[src/hw/rtl/gbt_pkg.sv]
`timescale 1ns / 1ps

package gbt_pkg;

    // Default sizes of the graph store
    localparam int MAX_VERTICES_DEF = 16;
    localparam int MAX_DEGREE_DEF   = 8;
    localparam int WORK_DEPTH_DEF   = 16;

    // Visits emitted by one traversal at most
    localparam int RESULT_LIMIT = 16;
    localparam int NW           = $clog2(RESULT_LIMIT + 1);

    // Stream payload widths
    localparam int NAME_W     = 8;
    localparam int IN_DATA_W  = 2 * NAME_W;
    localparam int OUT_DATA_W = NAME_W;
    localparam int KIND_W     = 2;
    localparam int STAT_W     = 2;

    typedef enum logic [KIND_W-1:0] {
        KIND_CLEAR      = 2'd0,
        KIND_ADD_VERTEX = 2'd1,
        KIND_ADD_EDGE   = 2'd2,
        KIND_TRAVERSE   = 2'd3
    } kind_t;

    typedef enum logic [STAT_W-1:0] {
        STAT_VISIT      = 2'd0,
        STAT_UNKNOWN    = 2'd1,
        STAT_TABLE_FULL = 2'd2,
        STAT_ADJ_FULL   = 2'd3
    } status_t;

    // Read address source of the name memory
    typedef enum logic [1:0] {
        NRD_SCAN      = 2'd0,
        NRD_SCAN_NEXT = 2'd1,
        NRD_U         = 2'd2,
        NRD_V         = 2'd3
    } name_rsel_t;

    // Read address source of the degree memory
    typedef enum logic [1:0] {
        DRD_A = 2'd0,
        DRD_B = 2'd1,
        DRD_V = 2'd2
    } deg_rsel_t;

    // Controller to datapath
    typedef struct packed {
        logic       in_ready;
        logic       cnt_clear;
        logic       vtx_add;
        logic       scan_start;
        logic       scan_step;
        logic       tgt_b;
        logic       found_a;
        logic       found_b;
        name_rsel_t name_rsel;
        deg_rsel_t  deg_rsel;
        logic       latch_deg_a;
        logic       edge_wr1;
        logic       edge_wr2;
        logic       trav_init;
        logic       trav_bfs;
        logic       work_rd_tail;
        logic       head_pop;
        logic       v_load;
        logic       k_clear;
        logic       k_inc;
        logic       u_load;
        logic       mark_u;
        logic       mark_v;
        logic       push_u;
        logic       tail_dec;
        logic       emit_visit;
        logic       emit_err;
        status_t    err_code;
        logic       err_name_b;
        logic       finish;
    } gbt_cmd_t;

    // Datapath to controller
    typedef struct packed {
        logic  in_valid;
        kind_t kind;
        logic  mode;
        logic  cnt_full;
        logic  cnt_zero;
        logic  scan_match;
        logic  scan_end;
        logic  adj_full;
        logic  head_lt_tail;
        logic  tail_zero;
        logic  tail_full;
        logic  k_lt_deg;
        logic  u_visited;
        logic  v_visited;
        logic  n_lim;
        logic  can_emit;
        logic  out_free;
    } gbt_stat_t;

endpackage

[src/hw/rtl/graph_bfs_dfs_traversal_core.sv]
`timescale 1ns / 1ps
// Channel   Dir  tdata                      tuser         tlast
// s_        in   [7:0] name_a [15:8] name_b [1:0] kind    -
// m_        out  [7:0] vertex_name          [1:0] status  last
// cfg_      in   cfg_wdata = traversal_mode (written when cfg_we is high)
//
// Clear and add vertex requests pass through accept and decode.
// Name lookups scan the name memory one entry per cycle; an edge add
// looks up a, then b, then reads both degrees and writes both slots; a
// traversal reads each visited vertex's adjacency slots in turn.
// Reset clears the vertex count, visited marks and the traversal mode.
// A stalled result channel holds the walk; no request is taken meanwhile.

module graph_bfs_dfs_traversal_core #(
    parameter int MAX_VERTICES = gbt_pkg::MAX_VERTICES_DEF,
    parameter int MAX_DEGREE   = gbt_pkg::MAX_DEGREE_DEF,
    parameter int WORK_DEPTH   = gbt_pkg::WORK_DEPTH_DEF
) (
    input  logic                          aclk,
    input  logic                          aresetn,
    input  logic                          s_tvalid,
    output logic                          s_tready,
    input  logic [gbt_pkg::IN_DATA_W-1:0]  s_tdata,  // [7:0] name_a, [15:8] name_b
    input  logic [gbt_pkg::KIND_W-1:0]     s_tuser,  // [1:0] kind
    output logic                          m_tvalid,
    input  logic                          m_tready,
    output logic [gbt_pkg::OUT_DATA_W-1:0] m_tdata,  // [7:0] vertex_name
    output logic [gbt_pkg::STAT_W-1:0]     m_tuser,  // [1:0] status
    output logic                          m_tlast,
    input  logic                          cfg_we,
    input  logic                          cfg_wdata
);
    import gbt_pkg::*;

    gbt_cmd_t  cmd;
    gbt_stat_t stat;

    gbt_ctrl u_ctrl (
        .aclk    (aclk),
        .aresetn (aresetn),
        .stat    (stat),
        .cmd     (cmd)
    );

    gbt_dp #(
        .MAX_VERTICES (MAX_VERTICES),
        .MAX_DEGREE   (MAX_DEGREE),
        .WORK_DEPTH   (WORK_DEPTH)
    ) u_dp (
        .aclk      (aclk),
        .aresetn   (aresetn),
        .s_tvalid  (s_tvalid),
        .s_tdata   (s_tdata),
        .s_tuser   (s_tuser),
        .m_tready  (m_tready),
        .m_tvalid  (m_tvalid),
        .m_tdata   (m_tdata),
        .m_tuser   (m_tuser),
        .m_tlast   (m_tlast),
        .cfg_we    (cfg_we),
        .cfg_wdata (cfg_wdata),
        .cmd       (cmd),
        .stat      (stat)
    );

    assign s_tready = cmd.in_ready;

endmodule

[src/hw/rtl/gbt_ram.sv]
`timescale 1ns / 1ps

module gbt_ram #(
    parameter int  WIDTH = 8,
    parameter int  DEPTH = 16,
    localparam int AW    = $clog2(DEPTH)
) (
    input  logic             clk,
    input  logic             we,
    input  logic [AW-1:0]    waddr,
    input  logic [WIDTH-1:0] wdata,
    input  logic [AW-1:0]    raddr,
    output logic [WIDTH-1:0] rdata
);

    logic [WIDTH-1:0] mem_reg [DEPTH];
    logic [WIDTH-1:0] rdata_reg;

    // Write one word, read one word with registered data
    always_ff @(posedge clk) begin
        if (we) begin
            mem_reg[waddr] <= wdata;
        end
        rdata_reg <= mem_reg[raddr];
    end

    assign rdata = rdata_reg;

endmodule

[src/hw/rtl/gbt_ctrl.sv]
`timescale 1ns / 1ps

module gbt_ctrl (
    input  logic              aclk,
    input  logic              aresetn,
    input  gbt_pkg::gbt_stat_t stat,
    output gbt_pkg::gbt_cmd_t  cmd
);
    import gbt_pkg::*;

    typedef enum logic [4:0] {
        ST_IDLE, ST_DECODE, ST_LK_RD, ST_LK_CMP,
        ST_ED_RDA, ST_ED_RDB, ST_ED_CHK, ST_ED_WR2,
        ST_BF_POP, ST_BF_V, ST_BF_A, ST_BF_K, ST_BF_U, ST_BF_M, ST_BF_N,
        ST_DF_TOP, ST_DF_V, ST_DF_A, ST_DF_B, ST_DF_K, ST_DF_U,
        ST_FIN, ST_ERR
    } state_t;

    state_t  state_reg, state_next;
    logic    tgt_b_reg, tgt_b_next;
    logic    err_b_reg, err_b_next;
    status_t err_code_reg, err_code_next;

    // Decode state into commands and next state
    always_comb begin
        cmd            = '0;
        cmd.name_rsel  = NRD_V;
        cmd.deg_rsel   = DRD_V;
        cmd.tgt_b      = tgt_b_reg;
        cmd.err_code   = err_code_reg;
        cmd.err_name_b = err_b_reg;
        state_next     = state_reg;
        tgt_b_next     = tgt_b_reg;
        err_b_next     = err_b_reg;
        err_code_next  = err_code_reg;
        case (state_reg)
            ST_IDLE: begin
                cmd.in_ready = 1'b1;
                if (stat.in_valid) begin
                    state_next = ST_DECODE;
                end
            end
            ST_DECODE: begin
                case (stat.kind)
                    KIND_CLEAR: begin
                        cmd.cnt_clear = 1'b1;
                        state_next    = ST_IDLE;
                    end
                    KIND_ADD_VERTEX: begin
                        if (stat.cnt_full) begin
                            err_code_next = STAT_TABLE_FULL;
                            err_b_next    = 1'b0;
                            state_next    = ST_ERR;
                        end else begin
                            cmd.vtx_add = 1'b1;
                            state_next  = ST_IDLE;
                        end
                    end
                    default: begin
                        if (stat.cnt_zero) begin
                            err_code_next = STAT_UNKNOWN;
                            err_b_next    = 1'b0;
                            state_next    = ST_ERR;
                        end else begin
                            cmd.scan_start = 1'b1;
                            tgt_b_next     = 1'b0;
                            state_next     = ST_LK_RD;
                        end
                    end
                endcase
            end
            ST_LK_RD: begin
                cmd.name_rsel = NRD_SCAN;
                state_next    = ST_LK_CMP;
            end
            ST_LK_CMP: begin
                cmd.name_rsel = NRD_SCAN_NEXT;
                if (stat.scan_match) begin
                    if (stat.kind == KIND_TRAVERSE) begin
                        cmd.found_a   = 1'b1;
                        cmd.trav_init = 1'b1;
                        cmd.trav_bfs  = !stat.mode;
                        state_next    = stat.mode ? ST_DF_TOP : ST_BF_POP;
                    end else if (!tgt_b_reg) begin
                        cmd.found_a    = 1'b1;
                        cmd.scan_start = 1'b1;
                        tgt_b_next     = 1'b1;
                        state_next     = ST_LK_RD;
                    end else begin
                        cmd.found_b = 1'b1;
                        state_next  = ST_ED_RDA;
                    end
                end else if (stat.scan_end) begin
                    err_code_next = STAT_UNKNOWN;
                    err_b_next    = tgt_b_reg;
                    state_next    = ST_ERR;
                end else begin
                    cmd.scan_step = 1'b1;
                end
            end
            ST_ED_RDA: begin
                cmd.deg_rsel = DRD_A;
                state_next   = ST_ED_RDB;
            end
            ST_ED_RDB: begin
                cmd.deg_rsel    = DRD_B;
                cmd.latch_deg_a = 1'b1;
                state_next      = ST_ED_CHK;
            end
            ST_ED_CHK: begin
                cmd.deg_rsel = DRD_B;
                if (stat.adj_full) begin
                    err_code_next = STAT_ADJ_FULL;
                    err_b_next    = 1'b0;
                    state_next    = ST_ERR;
                end else begin
                    cmd.edge_wr1 = 1'b1;
                    state_next   = ST_ED_WR2;
                end
            end
            ST_ED_WR2: begin
                cmd.edge_wr2 = 1'b1;
                state_next   = ST_IDLE;
            end
            // Breadth first walk
            ST_BF_POP: begin
                if (stat.head_lt_tail && !stat.n_lim) begin
                    cmd.head_pop = 1'b1;
                    state_next   = ST_BF_V;
                end else begin
                    state_next = ST_FIN;
                end
            end
            ST_BF_V: begin
                cmd.v_load = 1'b1;
                state_next = ST_BF_A;
            end
            ST_BF_A: begin
                cmd.k_clear = 1'b1;
                state_next  = ST_BF_K;
            end
            ST_BF_K: begin
                if (stat.k_lt_deg && !stat.n_lim) begin
                    state_next = ST_BF_U;
                end else begin
                    state_next = ST_BF_POP;
                end
            end
            ST_BF_U: begin
                cmd.u_load = 1'b1;
                if (!stat.u_visited) begin
                    cmd.mark_u = 1'b1;
                    cmd.push_u = !stat.tail_full;
                    state_next = ST_BF_M;
                end else begin
                    cmd.k_inc  = 1'b1;
                    state_next = ST_BF_K;
                end
            end
            ST_BF_M: begin
                cmd.name_rsel = NRD_U;
                state_next    = ST_BF_N;
            end
            ST_BF_N: begin
                cmd.name_rsel = NRD_U;
                if (stat.can_emit) begin
                    cmd.emit_visit = 1'b1;
                    cmd.k_inc      = 1'b1;
                    state_next     = ST_BF_K;
                end
            end
            // Depth first walk, list rescanned from its head
            ST_DF_TOP: begin
                cmd.work_rd_tail = 1'b1;
                if (!stat.tail_zero && !stat.n_lim) begin
                    state_next = ST_DF_V;
                end else begin
                    state_next = ST_FIN;
                end
            end
            ST_DF_V: begin
                cmd.v_load = 1'b1;
                state_next = ST_DF_A;
            end
            ST_DF_A: begin
                state_next = ST_DF_B;
            end
            ST_DF_B: begin
                if (stat.v_visited) begin
                    cmd.k_clear = 1'b1;
                    state_next  = ST_DF_K;
                end else if (stat.can_emit) begin
                    cmd.emit_visit = 1'b1;
                    cmd.mark_v     = 1'b1;
                    cmd.k_clear    = 1'b1;
                    state_next     = ST_DF_K;
                end
            end
            ST_DF_K: begin
                if (stat.k_lt_deg) begin
                    state_next = ST_DF_U;
                end else begin
                    cmd.tail_dec = 1'b1;
                    state_next   = ST_DF_TOP;
                end
            end
            ST_DF_U: begin
                if (!stat.u_visited) begin
                    cmd.push_u   = !stat.tail_full;
                    cmd.tail_dec = stat.tail_full;
                    state_next   = ST_DF_TOP;
                end else begin
                    cmd.k_inc  = 1'b1;
                    state_next = ST_DF_K;
                end
            end
            ST_FIN: begin
                if (stat.out_free) begin
                    cmd.finish = 1'b1;
                    state_next = ST_IDLE;
                end
            end
            ST_ERR: begin
                if (stat.out_free) begin
                    cmd.emit_err = 1'b1;
                    state_next   = ST_IDLE;
                end
            end
            default: begin
                state_next = ST_IDLE;
            end
        endcase
    end

    // Hold state and registered error selection
    always_ff @(posedge aclk) begin
        if (!aresetn) begin
            state_reg    <= ST_IDLE;
            tgt_b_reg    <= 1'b0;
            err_b_reg    <= 1'b0;
            err_code_reg <= STAT_VISIT;
        end else begin
            state_reg    <= state_next;
            tgt_b_reg    <= tgt_b_next;
            err_b_reg    <= err_b_next;
            err_code_reg <= err_code_next;
        end
    end

endmodule

[src/hw/rtl/gbt_dp.sv]
`timescale 1ns / 1ps

module gbt_dp #(
    parameter int MAX_VERTICES = gbt_pkg::MAX_VERTICES_DEF,
    parameter int MAX_DEGREE   = gbt_pkg::MAX_DEGREE_DEF,
    parameter int WORK_DEPTH   = gbt_pkg::WORK_DEPTH_DEF
) (
    input  logic                          aclk,
    input  logic                          aresetn,
    input  logic                          s_tvalid,
    input  logic [gbt_pkg::IN_DATA_W-1:0]  s_tdata,
    input  logic [gbt_pkg::KIND_W-1:0]     s_tuser,
    input  logic                          m_tready,
    output logic                          m_tvalid,
    output logic [gbt_pkg::OUT_DATA_W-1:0] m_tdata,
    output logic [gbt_pkg::STAT_W-1:0]     m_tuser,
    output logic                          m_tlast,
    input  logic                          cfg_we,
    input  logic                          cfg_wdata,
    input  gbt_pkg::gbt_cmd_t              cmd,
    output gbt_pkg::gbt_stat_t             stat
);
    import gbt_pkg::*;

    localparam int VW  = $clog2(MAX_VERTICES);
    localparam int CW  = $clog2(MAX_VERTICES + 1);
    localparam int DW  = $clog2(MAX_DEGREE + 1);
    localparam int SD  = MAX_VERTICES * MAX_DEGREE;
    localparam int SW  = $clog2(SD);
    localparam int WW  = $clog2(WORK_DEPTH + 1);
    localparam int WAW = $clog2(WORK_DEPTH);

    // Captured request and control registers
    logic              mode_reg;
    kind_t             kind_reg;
    logic [NAME_W-1:0] a_reg, b_reg;
    logic [CW-1:0]     cnt_reg;
    logic [VW-1:0]     idx_reg, ia_reg, ib_reg, v_reg, u_reg;
    logic [DW-1:0]     deg_a_reg, deg_b_reg, k_reg;
    logic [WW-1:0]     head_reg, tail_reg;
    logic [NW-1:0]     n_reg;
    logic [MAX_VERTICES-1:0] visited_reg;
    logic [NAME_W-1:0] pend_name_reg, out_name_reg;
    logic              pend_valid_reg, out_valid_reg, out_last_reg;
    status_t           out_stat_reg;

    // Memory ports
    logic              name_we;
    logic [VW-1:0]     name_waddr, name_raddr;
    logic [NAME_W-1:0] name_rdata;
    logic              deg_we;
    logic [VW-1:0]     deg_waddr, deg_raddr;
    logic [DW-1:0]     deg_wdata, deg_rdata;
    logic              slot_we;
    logic [SW-1:0]     slot_waddr, slot_raddr;
    logic [VW-1:0]     slot_wdata, slot_rdata;
    logic              work_we;
    logic [WAW-1:0]    work_waddr, work_raddr;
    logic [VW-1:0]     work_wdata, work_rdata;

    logic              self_edge, out_free;
    logic [DW:0]       deg_a_ext;
    logic [WW-1:0]     tail_m1;
    logic [NAME_W-1:0] scan_target;

    assign self_edge   = (ia_reg == ib_reg);
    assign deg_a_ext   = {1'b0, deg_a_reg};
    assign tail_m1     = tail_reg - WW'(1);
    assign scan_target = cmd.tgt_b ? b_reg : a_reg;
    assign out_free    = !out_valid_reg || m_tready;

    // Status toward the controller
    always_comb begin
        stat.in_valid   = s_tvalid;
        stat.kind       = kind_reg;
        stat.mode       = mode_reg;
        stat.cnt_full   = (cnt_reg == CW'(MAX_VERTICES));
        stat.cnt_zero   = (cnt_reg == '0);
        stat.scan_match = (name_rdata == scan_target);
        stat.scan_end   = ((CW'(idx_reg) + CW'(1)) == cnt_reg);
        if (self_edge) begin
            stat.adj_full = (deg_a_ext + (DW+1)'(2)) > (DW+1)'(MAX_DEGREE);
        end else begin
            stat.adj_full = (deg_a_reg >= DW'(MAX_DEGREE)) ||
                            (deg_rdata >= DW'(MAX_DEGREE));
        end
        stat.head_lt_tail = (head_reg < tail_reg);
        stat.tail_zero    = (tail_reg == '0);
        stat.tail_full    = (tail_reg == WW'(WORK_DEPTH));
        stat.k_lt_deg     = (k_reg < deg_rdata);
        stat.u_visited    = visited_reg[slot_rdata];
        stat.v_visited    = visited_reg[v_reg];
        stat.n_lim        = (n_reg == NW'(RESULT_LIMIT));
        stat.can_emit     = !pend_valid_reg || out_free;
        stat.out_free     = out_free;
    end

    // Memory address and data selection
    always_comb begin
        case (cmd.name_rsel)
            NRD_SCAN:      name_raddr = idx_reg;
            NRD_SCAN_NEXT: name_raddr = idx_reg + VW'(1);
            NRD_U:         name_raddr = u_reg;
            default:       name_raddr = v_reg;
        endcase
        case (cmd.deg_rsel)
            DRD_A:   deg_raddr = ia_reg;
            DRD_B:   deg_raddr = ib_reg;
            default: deg_raddr = v_reg;
        endcase

        name_we    = cmd.vtx_add;
        name_waddr = cnt_reg[VW-1:0];

        deg_we = cmd.vtx_add || cmd.edge_wr1 || cmd.edge_wr2;
        if (cmd.edge_wr1) begin
            deg_waddr = ia_reg;
            deg_wdata = deg_a_reg + DW'(1);
        end else if (cmd.edge_wr2) begin
            deg_waddr = ib_reg;
            deg_wdata = deg_b_reg + DW'(1);
        end else begin
            deg_waddr = cnt_reg[VW-1:0];
            deg_wdata = '0;
        end

        slot_we    = cmd.edge_wr1 || cmd.edge_wr2;
        slot_raddr = SW'(v_reg) * SW'(MAX_DEGREE) + SW'(k_reg);
        if (cmd.edge_wr1) begin
            slot_waddr = SW'(ia_reg) * SW'(MAX_DEGREE) + SW'(deg_a_reg);
            slot_wdata = ib_reg;
        end else begin
            slot_waddr = SW'(ib_reg) * SW'(MAX_DEGREE) + SW'(deg_b_reg);
            slot_wdata = ia_reg;
        end

        work_we    = cmd.trav_init || cmd.push_u;
        work_waddr = cmd.trav_init ? '0 : tail_reg[WAW-1:0];
        work_wdata = cmd.trav_init ? idx_reg : slot_rdata;
        work_raddr = cmd.work_rd_tail ? tail_m1[WAW-1:0] : head_reg[WAW-1:0];
    end

    gbt_ram #(.WIDTH(NAME_W), .DEPTH(MAX_VERTICES)) u_name_ram (
        .clk(aclk), .we(name_we), .waddr(name_waddr), .wdata(a_reg),
        .raddr(name_raddr), .rdata(name_rdata)
    );

    gbt_ram #(.WIDTH(DW), .DEPTH(MAX_VERTICES)) u_deg_ram (
        .clk(aclk), .we(deg_we), .waddr(deg_waddr), .wdata(deg_wdata),
        .raddr(deg_raddr), .rdata(deg_rdata)
    );

    gbt_ram #(.WIDTH(VW), .DEPTH(SD)) u_slot_ram (
        .clk(aclk), .we(slot_we), .waddr(slot_waddr), .wdata(slot_wdata),
        .raddr(slot_raddr), .rdata(slot_rdata)
    );

    gbt_ram #(.WIDTH(VW), .DEPTH(WORK_DEPTH)) u_work_ram (
        .clk(aclk), .we(work_we), .waddr(work_waddr), .wdata(work_wdata),
        .raddr(work_raddr), .rdata(work_rdata)
    );

    // Control registers
    always_ff @(posedge aclk) begin
        if (!aresetn) begin
            mode_reg       <= 1'b0;
            cnt_reg        <= '0;
            head_reg       <= '0;
            tail_reg       <= '0;
            n_reg          <= '0;
            visited_reg    <= '0;
            pend_valid_reg <= 1'b0;
            out_valid_reg  <= 1'b0;
        end else begin
            if (cfg_we) begin
                mode_reg <= cfg_wdata;
            end
            if (cmd.cnt_clear) begin
                cnt_reg <= '0;
            end else if (cmd.vtx_add) begin
                cnt_reg <= cnt_reg + CW'(1);
            end
            // Work list pointers, visit count and visited marks
            if (cmd.trav_init) begin
                head_reg    <= '0;
                tail_reg    <= WW'(1);
                n_reg       <= cmd.trav_bfs ? NW'(1) : '0;
                visited_reg <= cmd.trav_bfs ? (MAX_VERTICES'(1) << idx_reg) : '0;
            end else begin
                if (cmd.head_pop) begin
                    head_reg <= head_reg + WW'(1);
                end
                if (cmd.push_u) begin
                    tail_reg <= tail_reg + WW'(1);
                end else if (cmd.tail_dec) begin
                    tail_reg <= tail_m1;
                end
                if (cmd.emit_visit) begin
                    n_reg <= n_reg + NW'(1);
                end
                if (cmd.mark_u) begin
                    visited_reg[slot_rdata] <= 1'b1;
                end
                if (cmd.mark_v) begin
                    visited_reg[v_reg] <= 1'b1;
                end
            end
            // Pending visit and output slot
            if ((cmd.emit_visit && pend_valid_reg) || cmd.finish || cmd.emit_err) begin
                out_valid_reg <= 1'b1;
            end else if (m_tready) begin
                out_valid_reg <= 1'b0;
            end
            if (cmd.finish) begin
                pend_valid_reg <= 1'b0;
            end else if (cmd.emit_visit || (cmd.trav_init && cmd.trav_bfs)) begin
                pend_valid_reg <= 1'b1;
            end
        end
    end

    // Payload registers
    always_ff @(posedge aclk) begin
        if (cmd.in_ready && s_tvalid) begin
            kind_reg <= kind_t'(s_tuser);
            a_reg    <= s_tdata[NAME_W-1:0];
            b_reg    <= s_tdata[IN_DATA_W-1:NAME_W];
        end
        if (cmd.scan_start) begin
            idx_reg <= '0;
        end else if (cmd.scan_step) begin
            idx_reg <= idx_reg + VW'(1);
        end
        if (cmd.found_a) begin
            ia_reg <= idx_reg;
        end
        if (cmd.found_b) begin
            ib_reg <= idx_reg;
        end
        if (cmd.latch_deg_a) begin
            deg_a_reg <= deg_rdata;
        end
        if (cmd.edge_wr1) begin
            deg_b_reg <= self_edge ? (deg_a_reg + DW'(1)) : deg_rdata;
        end
        if (cmd.v_load) begin
            v_reg <= work_rdata;
        end
        if (cmd.u_load) begin
            u_reg <= slot_rdata;
        end
        if (cmd.k_clear) begin
            k_reg <= '0;
        end else if (cmd.k_inc) begin
            k_reg <= k_reg + DW'(1);
        end
        if (cmd.trav_init) begin
            pend_name_reg <= a_reg;
        end
        if (cmd.emit_visit) begin
            pend_name_reg <= name_rdata;
            if (pend_valid_reg) begin
                out_name_reg <= pend_name_reg;
                out_stat_reg <= STAT_VISIT;
                out_last_reg <= 1'b0;
            end
        end
        if (cmd.finish) begin
            out_name_reg <= pend_name_reg;
            out_stat_reg <= STAT_VISIT;
            out_last_reg <= 1'b1;
        end
        if (cmd.emit_err) begin
            out_name_reg <= cmd.err_name_b ? b_reg : a_reg;
            out_stat_reg <= cmd.err_code;
            out_last_reg <= 1'b1;
        end
    end

    assign m_tvalid = out_valid_reg;
    assign m_tdata  = out_name_reg;
    assign m_tuser  = out_stat_reg;
    assign m_tlast  = out_last_reg;

endmodule

[config.mk]
export PLATFORM = sky130hd
export DESIGN_NAME = graph_bfs_dfs_traversal_core
export DESIGN_NICKNAME = d
export VERILOG_FILES = /design/src/hw/rtl/gbt_pkg.sv /design/src/hw/rtl/graph_bfs_dfs_traversal_core.sv /design/src/hw/rtl/gbt_ram.sv /design/src/hw/rtl/gbt_ctrl.sv /design/src/hw/rtl/gbt_dp.sv
export SDC_FILE = /design/constraint.sdc
export NUM_CORES = 1
export LEC_CHECK = 0
export BUFFER_PORTS_ARGS = -buffer_cell sky130_fd_sc_hd__buf_2
export CAP_MARGIN = 20
export CORE_ASPECT_RATIO = 1.5
export CORE_MARGIN = 10
export CORE_UTILIZATION = 40
export DETAILED_ROUTE_END_ITERATION = 12
export REMOVE_ABC_BUFFERS = 1
export SYNTH_ARGS = -nofsm -noshare
export SYNTH_HDL_FRONTEND = slang
export SYNTH_SLANG_ARGS = --single-unit
[constraint.sdc]
create_clock -name aclk -period 10.6 [get_ports aclk]
set_input_delay 1.59 -clock aclk [delete_from_list [all_inputs] [get_ports aclk]]
set_output_delay 1.59 -clock aclk [all_outputs]
set_load 0.01 [all_outputs]
==> summary.txt <==
CTS
  • Sink Count: 905
  • Clock Latency Late Sink: 0.68 ns
  • Number of buffers added by the clock tree synthesis step: 83
  • Clock Path Buffers: 3
  • Count of cells resized by post-cts repair: 0
  • Post-CTS Hold Fix Bufs: 0
  • Root buffer selected by CTS: clkbuf_16
  • TritonCTS clock tree: yes
  • Number of buffers inserted to repair setup after CTS: 0
  • Clock transition time at the flip-flop clock pins of the worst setup and hold paths: 0.06 ns
  • H-tree levels: 3

Critical path
  • WP data required: 10.92 ns
  • Cell with the largest stage delay on the worst path: dfxtp_1
  • Depth of the critical timing path with buffers and inverters included: 8
  • Arrival time reported for the critical path endpoint: 5.12 ns
  • Register-to-Register Setup Slack: 5.79 ns
  • Critical Path Sink: u_dp.u_slot_ram.mem_reg[92][0]
  • Critical path launch point type: register
  • Beginning of the worst register-to-register path: u_ctrl.state_reg[2]
  • Category of cells accounting for the largest share of critical-path delay: simple AND/OR/NAND/NOR gates
  • Endpoint of the most critical register-to-register path: u_dp.u_slot_ram.mem_reg[92][0]
  • Crit-path max cell delay: 0.83 ns
  • Worst-case reg-to-reg path depth: 8
  • Nature of the critical path endpoint: register
  • Worst-path cell chain: nor3b_2 > nand2_1 > a2111o_1 > buf_4 > inv_4 > mux2i_2 > nand4_1 > nor3_1
  • Count of buffer and inverter cells on the critical path: 2
  • Beginning of the critical path: u_ctrl.state_reg[2]
  • Critical-path maximum fanout: 29
  • Type of the worst setup path: reg -> reg

Logic synthesis
  • Sequential share of the synthesized area: 68.26%
  • Main synth FF type: edfxtp_1
  • Post-synth design cell area: 0.03868 mm2
  • Number of synthesized flops with an enable pin: 828
  • Share of async-settable or async-resettable flops after synthesis: 0%
  • Yosys synthesis warning count: 0
  • Synthesized netlist cell count: 2379
  • Number of register bits inferred by synthesis: 905
  • Post-synthesis cell type count: 84
  • Synth Area per Inst: 16.26 um2

Global routing
  • Vias in the first global route: 22010
  • Overflow left after global routing: 0
  • Antenna violations before repair: 0
  • Largest net degree at the start of global routing: 71
  • Wire length of the first global-routing pass: 141400 um
  • Total global routing track utilization: 17.01%

Layout
  • Leading cell type in the layout, fill and taps excluded: edfxtp_1
  • Final layout net count: 2472
  • Antenna cells: 0
  • Highest-count cells in the layout ignoring fill and taps: 828 x edfxtp_1, 237 x nor2_1, 172 x mux4_2
  • Area growth from synthesis to final layout: 11.28%
  • Share of layout cells above drive strength 1: 21.85%
  • Flip-flop count of the largest register after layout: 512

Timing
  • Final hold vios: 0
  • Period utilization: 45.34%
  • RSZ-0062 raised after global routing: no
  • Final-layout setup total negative slack: 0 ns
  • Number of max-slew violations in the final report: 0
  • Final worst path period need: 4.806 ns
  • Max-Slew Margin vs Limit: 25.72%
  • Count of endpoints failing setup in the final report: 0
  • Worst setup margin: 5.794 ns
  • Max Clk Rate: 208.1 MHz
  • Worst slew pin tran: 1.114 ns
  • Hold slack: 0.4106 ns
  • Clock skew: 0.02807 ns

Floorplanning
  • Die outline area: 0.1098 mm2
  • Top Ports: 37
  • Row Count: 139
  • Vert. Die Dim: 400.9 um
  • Initial Utilization: 40.36%
  • Placeable core region: 0.09583 mm2
  • Die outline width: 273.9 um

Power
  • LEAKAGE: 13.70 nW
  • Maximum VDD drop: 0.1291 mV
  • Pwr dens: 215.1 mW/mm2

Routing
  • Total iterations of the first detailed-routing run: 5
  • DRC violations left: 0
  • Remaining antenna violation count: 0
  • Total Routed Length: 94740 um
  • Per-cell routed wire length: 25.24 um
  • Via density per instance: 5.651
  • Detailed router's first-iteration violation count: 2061
  • Routed via count: 21210

Run status
  • Run status: finished clean

Placed design
  • Global placement routability congestion: 0.8542
  • Placed wire-length estimate: 63070 um
  • Post-Place Setup Slack: 5.884 ns
  • Number of port buffers: 36

Run
  • Max Cap Viol: 0

Worst hold path
  • HP Class: reg -> reg
  • Worst Hold Depth: 0
[where the power goes]
group	total [mW]	internal, mW	switching (mW)
combinational	1.92	0.853	1.07
clock	3.00	1.67	1.34
sequential	4.34	4.07	0.266
[metal layers]
layer	GRT usage, %	vias up	part of all wire (%)
li1	-	9477	-
met1	19.19	10890	37
met2	31.33	657	55
met3	2.391	186	4.6
met4	7.364	0	4.2
met5	0	-	0
[synthesized netlist by cell type (all sizes together) (24+ instances only)]
master | instances | area, um2
a21oi | 49 | 249.0
buf | 55 | 329.1
clkbuf | 76 | 285.3
dfxtp | 77 | 1541
edfxtp | 828 | 24860
ha | 33 | 412.9
inv | 44 | 167.7
mux2 | 119 | 1344
mux2i | 60 | 624.3
mux4 | 172 | 3874
nand2 | 92 | 345.3
nand3 | 53 | 270.3
nor2 | 237 | 889.6
nor3 | 36 | 180.2
o211ai | 41 | 312.8
o21ai | 38 | 190.2
o22ai | 56 | 350.3
xnor2 | 24 | 210.2
[worst reg2reg max path: stages, from the launching register on]
cell and delay [ns]:
dfxtp_1 0.83, nor3b_2 0.53, nand2_1 0.28, a2111o_1 0.46
buf_4 0.29, inv_4 0.23, mux2i_2 0.69, nand4_1 0.50
nor3_1 0.65
[worst min-delay path by stage]
stage / slack [ns] / end / startpoint
after floorplan: 0.39 / u_dp.v_reg[0] / u_dp.u_work_ram.rdata[0]
after global routing: 0.41 / u_dp.v_reg[3] / u_dp.u_work_ram.rdata[3]
final: 0.41 / u_dp.v_reg[0] / u_dp.u_work_ram.rdata[0]
after detailed placement: 0.40 / u_dp.v_reg[0] / u_dp.u_work_ram.rdata[0]
after global placement: 0.39 / u_dp.v_reg[1] / u_dp.u_work_ram.rdata[1]
after CTS: 0.41 / u_dp.v_reg[0] / u_dp.u_work_ram.rdata[0]
[logic make-up (layout without fill, tap and decap cells)]
group	count (synthesis)	after routing	synth area share, %
AND/OR/NAND/NOR	570	570	7.129
XOR/XNOR	48	48	1.122
adder cells (fa/ha/maj)	33	33	1.067
flip-flops	905	905	68.26
buffers and inverters	176	282	2.031
multiplexers	351	351	15.10
AO/OA/AOI/OAI	296	296	5.282
[metrics by stage]
step / instance area, um2 / power [mW] / utilization (%) / instances
2_1_floorplan: 38070 / 5.714 / - / 2248
3_3_place_gp: 40190 / 6.305 / 41.94 / 3592
3_5_place_dp: 40280 / 6.331 / 42.03 / 3597
4_1_cts: 43010 / 9.332 / 44.88 / 3752
5_1_grt: 43050 / 9.614 / 44.92 / 3754
6_report: 43050 / 9.258 / 44.92 / 3754
[cell type report]
class	count	area [um2]
repair buffers	82	594.3
flip-flops and latches	905	26410
clock buffers	102	2188
inverters	45	171.4
well taps	1269	1588
fillers	8243	52780
clock inverters	53	545.5
multi-input cells	1298	11540
Power figures use the tool's default switching activity.
